$ cat src/hw/rtl/nmz_pkg.sv
// Package with the shared types, widths and constants of the normal map z reconstruction core.
`timescale 1ns / 1ps

package nmz_pkg;

   localparam int FRAC_BITS = 16;

   // Component width: signed Q.F, magnitude up to 1.0 and z down to about -0.42.
   localparam int CW      = FRAC_BITS + 2;
   localparam int SQW     = 2 * FRAC_BITS + 1;
   localparam int RADW    = 2 * FRAC_BITS + 2;
   localparam int ROOTW   = FRAC_BITS + 1;
   localparam int REMW    = FRAC_BITS + 3;
   localparam int BASEW   = FRAC_BITS + 1;
   localparam int NUMW    = FRAC_BITS + 10;
   localparam int DIV_STEPS = 8;

   // Division by 127 uses 2^7 = 1 mod 127, so 2^F = 127 * Q127 + 2^R127.
   localparam int R127 = FRAC_BITS % 7;
   localparam int Q127 = ((2 ** FRAC_BITS) - (2 ** R127)) / 127;

   // Cycles from an accepted item to its result strobe.
   localparam int LATENCY = 2 * FRAC_BITS + 18;

   localparam logic [7:0] ALPHA_OPAQUE = 8'hFF;

   typedef struct packed {
      logic signed [7:0] red_in;
      logic signed [7:0] green_in;
      logic              last_pixel;
   } req_type;

   typedef struct packed {
      logic [7:0] red_out;
      logic [7:0] green_out;
      logic [7:0] blue_out;
      logic [7:0] alpha_out;
      logic       last_out;
   } rsp_type;

   // Data that rides alongside a radicand through the square root pipeline.
   typedef struct packed {
      logic signed [CW-1:0] r;
      logic signed [CW-1:0] g;
      logic signed [CW-1:0] z;
      logic [RADW-1:0]      n;
      logic                 last;
   } side_type;

   // First half of the snorm8 scaling.
   typedef struct packed {
      logic [BASEW-1:0] base;
      logic [12:0]      t;
      logic [6:0]       est;
      logic             pos;
      logic             neg;
   } scl_type;

endpackage

$ cat src/hw/rtl/nmz_isqrt.sv
// Pipelined integer square root, one result bit per stage, carrying side data along.
`timescale 1ns / 1ps

module nmz_isqrt
   import nmz_pkg::*;
(
   input  logic             clock,
   input  logic             reset,
   input  logic             in_valid,
   input  logic [RADW-1:0]  in_rad,
   input  side_type         in_side,
   output logic             out_valid,
   output logic [ROOTW-1:0] out_root,
   output side_type         out_side
);

   localparam int STEPS = ROOTW;

   logic             valid_ff [STEPS];
   logic [REMW-1:0]  rem_ff   [STEPS];
   logic [ROOTW-1:0] root_ff  [STEPS];
   logic [RADW-1:0]  rad_ff   [STEPS];
   side_type         side_ff  [STEPS];

   logic             valid_in [STEPS];
   logic [REMW-1:0]  rem_in   [STEPS];
   logic [ROOTW-1:0] root_in  [STEPS];
   logic [RADW-1:0]  rad_in   [STEPS];
   side_type         side_in  [STEPS];

   always_comb begin
      logic [REMW-1:0]   rem_p;
      logic [ROOTW-1:0]  root_p;
      logic [RADW-1:0]   rad_p;
      logic [REMW+1:0]   cur;
      logic [REMW+1:0]   trial;
      for (int k = 0; k < STEPS; k++) begin
         if (k == 0) begin
            valid_in[k] = in_valid;
            side_in[k]  = in_side;
            rem_p       = '0;
            root_p      = '0;
            rad_p       = in_rad;
         end else begin
            valid_in[k] = valid_ff[k-1];
            side_in[k]  = side_ff[k-1];
            rem_p       = rem_ff[k-1];
            root_p      = root_ff[k-1];
            rad_p       = rad_ff[k-1];
         end
         // Bring down the next two radicand bits and try root*4+1.
         cur   = {rem_p, rad_p[RADW-1 -: 2]};
         trial = (REMW+2)'({root_p, 2'b01});
         if (cur >= trial) begin
            rem_in[k]  = REMW'(cur - trial);
            root_in[k] = {root_p[ROOTW-2:0], 1'b1};
         end else begin
            rem_in[k]  = REMW'(cur);
            root_in[k] = {root_p[ROOTW-2:0], 1'b0};
         end
         rad_in[k] = rad_p << 2;
      end
   end

   always_ff @(posedge clock) begin
      for (int k = 0; k < STEPS; k++) begin
         if (reset) begin
            valid_ff[k] <= 1'b0;
         end else begin
            valid_ff[k] <= valid_in[k];
         end
         rem_ff[k]  <= rem_in[k];
         root_ff[k] <= root_in[k];
         rad_ff[k]  <= rad_in[k];
         side_ff[k] <= side_in[k];
      end
   end

   assign out_valid = valid_ff[STEPS-1];
   assign out_root  = root_ff[STEPS-1];
   assign out_side  = side_ff[STEPS-1];

endmodule

$ cat config.mk
export PLATFORM = sky130hd
export DESIGN_NAME = nmz_isqrt
export DESIGN_NICKNAME = d
export VERILOG_FILES = /design/src/hw/rtl/nmz_pkg.sv /design/src/hw/rtl/nmz_isqrt.sv
export SDC_FILE = /design/constraint.sdc
export NUM_CORES = 2
export LEC_CHECK = 0
export ABC_AREA = 1
export BUFFER_PORTS_ARGS = -buffer_cell sky130_fd_sc_hd__buf_2
export CAP_MARGIN = 5
export CORE_AREA = 2 2 317 319
export CTS_BUF_LIST = sky130_fd_sc_hd__clkbuf_2
export CTS_CLUSTER_DIAMETER = 150
export CTS_CLUSTER_SIZE = 10
export DETAILED_ROUTE_END_ITERATION = 16
export DIE_AREA = 0 0 319 321
export PLACE_DENSITY = 0.85
export SYNTH_ARGS = -nofsm -noshare
export SYNTH_HDL_FRONTEND = slang
export SYNTH_SLANG_ARGS = --single-unit
$ cat constraint.sdc
create_clock -name clock -period 2.65 [get_ports clock]
set_clock_uncertainty 0.2 [all_clocks]
set_input_delay 0.1325 -clock clock [delete_from_list [all_inputs] [get_ports clock]]
set_output_delay 0.1325 -clock clock [all_outputs]
set_load 0.02 [all_outputs]
==> summary.txt <==
Floorplanning
  • Die X: 319 µm
  • Die H: 321 µm
  • Die ar.: 102000 µm²
  • Initial Utilization: 0.626
  • Ports: 233
  • # rows: 116
  • Core Region: 99300 µm²

Global route
  • GRT overflow: 0
  • Largest net degree at the start of global routing: 23
  • First-pass GRT wire length: 206000 µm
  • GRT Util Overall: 0.257
  • Antenna violations before repair: 2
  • Vias in the first global route: 39354

Worst setup path
  • CP Class: reg -> reg
  • Critical path arrival: 3810 ps
  • Worst-path cell chain: inv_1 -> ha_1 -> nand2_1 -> nor2_1 -> nand3_1 -> nor2_1 -> nor2_1 -> nand3_2 -> inv_4 -> nand2_1 -> o21ai_1
  • Req. time, crit path: 3920 ps
  • Crit-path max cell delay: 490 ps
  • Kind of end point of the critical path: flop
  • Worst setup SP type: flop
  • Worst-path fanout max: 22
  • Slowest CP cell: dfxtp_1
  • CP dominant cell by count: nor2_1

Placed design
  • DP Wirelength: 78500 µm
  • Placed cell areas: 64000 µm²
  • Port Buffers: 232
  • Placed cells: 7110
  • GPL Wtd Cong: 0.896

Layout
  • Fin nets: 6852
  • Area growth syn-to-layout: 13.7%
  • Reg area: 44800 µm²
  • Area taken by multi-input logic gates: 13700 µm²
  • Number of fill cells: 6821
  • Layout cells sized above 1: 0.113
  • Util after Layout: 0.711
  • Post-route cell area: 70600 µm²
  • Cell Count, Final, Fillers Out: 7874

Pwr
  • Power per cell area: 872 nW/µm²
  • Max VDD drop: 0.730 mV
  • Leak: 34.1 nW

Routing
  • Post-DRT Antenna Nets: 0
  • Via Count: 37808
  • Number of DRC markers in iteration 0: 2534
  • First-pass detailed-route iteration total: 6
  • Via density: 4.80
  • Wire per inst: 16.7 µm
  • DRC Markers: 0
  • Routed wire length: 132000 µm

STA
  • Total negative slack: 0 ps
  • Final min period: 2540 ps
  • Maximum clock rate: 0.394 GHz
  • Slew margin rel.: 0.359
  • Post-route clock period utilization: 0.959
  • Hold Vio Cnt, Final: 0
  • Fin. max-slew vios: 0
  • Setup-failing EPs final: 0
  • RSZ-0062 raised after global routing: yes
  • Worst Tran Pin Value: 961 ps
  • Hold slack: 35.6 ps

CTS
  • Root buf cell: clkbuf_2
  • TritonCTS Buffers: 241
  • CTS tree: built
  • H-tree depth: 4
  • Setup Buffers After CTS: 0
  • Clk buf depth: 3
  • Sink Count: 2237
  • Clock slew at reported path FFs: 240 ps
  • Clk_lat worst skew: 1640 ps

Synth
  • Post-synth top cells: dfxtp_1, nand2_1, inv_1, nor2_1, nand3_1
  • Area of the mapped netlist: 62100 µm²
  • Fraction of registers with async set/reset: 0
  • Adder-cell area share of the yosys netlist: 0.0345
  • Top post-synthesis cells by area: dfxtp_1, nand2_1, inv_1
  • Top cell type's share of synthesized area: 0.721
  • Synth cell types: 49
  • Largest family of logic cells by synthesized area: simple AND/OR/NAND/NOR gates
  • Syn Area/Cell: 10.9 µm²
  • Post-synth EDFFs: 0
  • Flops & latches, synth: 2237
  • Seq/Total Area, Yosys: 0.721
  • Synth Flop Type: dfxtp_1
  • Synthesized net count: 5995
  • Post-synth top area cell: dfxtp_1
  • Post-synthesis xor/xnor area fraction: 0.0171
  • Cells after Synth: 5698
  • Syn. warnings: 0
  • Simple-gate share of the synthesized area: 0.144
  • Most common cell in the netlist: dfxtp_1
  • Mux contribution to synthesized area: 0
  • Compound-Gate Fraction of Synth Area: 0.0254

Job
  • Reported max-cap violation count: 0

Min path
  • Worst min-delay path class: reg -> reg

Outcome
  • Status: finished clean
[metal layers]
layer | GRT usage | up-vias | share of wire
met5 | 0 | - | 0
met4 | 0.106 | 0 | 0.038
met1 | 0.290 | 17329 | 0.39
met2 | 0.478 | 1110 | 0.52
li1 | - | 19023 | -
met3 | 0.0445 | 346 | 0.048
[final timing paths]
path | start | to | slack [ps] | cells past startpoint
setup / recovery | root_ff[0][179]$_DFF_P_ | rem_ff[0][214]$_DFF_P_ | 110 | 11
hold / removal | rad_ff[0][279]$_DFF_P_ | rad_ff[0][313]$_DFF_P_ | 40 | 0
setup reg to reg | root_ff[0][179]$_DFF_P_ | rem_ff[0][214]$_DFF_P_ | 110 | 11
hold reg to reg | rad_ff[0][279]$_DFF_P_ | rad_ff[0][313]$_DFF_P_ | 40 | 0
[cell families after synthesis]
kind of cell,after synthesis
buffers and inverters,814
xor gates and xnor gates,121
adders and majority gates,171
DFF,2237
AOI/OAI and AO/OA,274
other,1
and+or+nand+nor,2080
[sequential cells by signal, summed over array words and instances (netlist names)]
signal    flops
rad_ff      272
rem_ff      282
root_ff     153
side_ff    1513
valid_ff     17
[critical path: cells and delay by family (launching register included)]
| family | cells | cell delay (ps) |
|---|---|---|
| fa+ha+maj | 1 | 370 |
| compound gates | 1 | 90 |
| simple gates | 7 | 940 |
| flops | 1 | 490 |
| buf+inv | 2 | 310 |
[cells in the final DEF, fill, tap and decap left out, types with 21 or more instances in the layout]
master            n
buf_4            41
a21oi_1         121
inv_1           645
o21ai_0          81
dlygate4sd3_1   500
inv_2            32
nand4_1          37
o21ai_1          21
dfxtp_2          37
xor2_1           89
nand3_1         238
nor2_1          341
ha_1            171
nor3_1           29
nand2_2          65
nand3b_1         31
nand2_1        1259
buf_6            23
dfxtp_1        2199
clkbuf_2        242
xnor2_1          32
nor2_2           21
a21oi_2          26
buf_2           183
[repair_timing]
action | 4_1_cts | 5_1_grt
endpoints found under the hold margin | 141 | 0
setup endpoints to repair | 47 | 34
resized for setup | 98 | 19
hold buffers | 500 | 0
[power by group]
| group | internal (mW) | total (mW) | leakage [nW] | switching, mW |
|---|---|---|---|---|
| sequential | 36.8 | 38.9 | 18.8 | 2.08 |
| combinational | 3.69 | 9.83 | 14.2 | 6.15 |
| clock | 2.50 | 12.8 | 1.07 | 10.3 |
| total | 43.0 | 61.5 | 34.1 | 18.5 |
[per-stage QoR]
step / power [mW] / setup WS (ps)
after floorplan: 45.5 / 653
after CTS: 60.9 / -72.4
final: 61.5 / 110
after detailed placement: 48.3 / 146
after global routing: 64.7 / -91.9
after global placement: 48.1 / 172
[area by class of cell]
| cell class | count | area share |
|---|---|---|
| flip-flops and latches | 2237 | 0.635 |
| multi-input cells | 2647 | 0.194 |
| repair buffers | 749 | 0.0925 |
| inverters | 679 | 0.0362 |
| well taps | 1298 | 0.0230 |
| clock buffers | 242 | 0.0172 |
| clock inverters | 14 | 0.00183 |
| diodes | 8 | 0.000284 |
No activity file was read; power rests on OpenSTA's default activity.
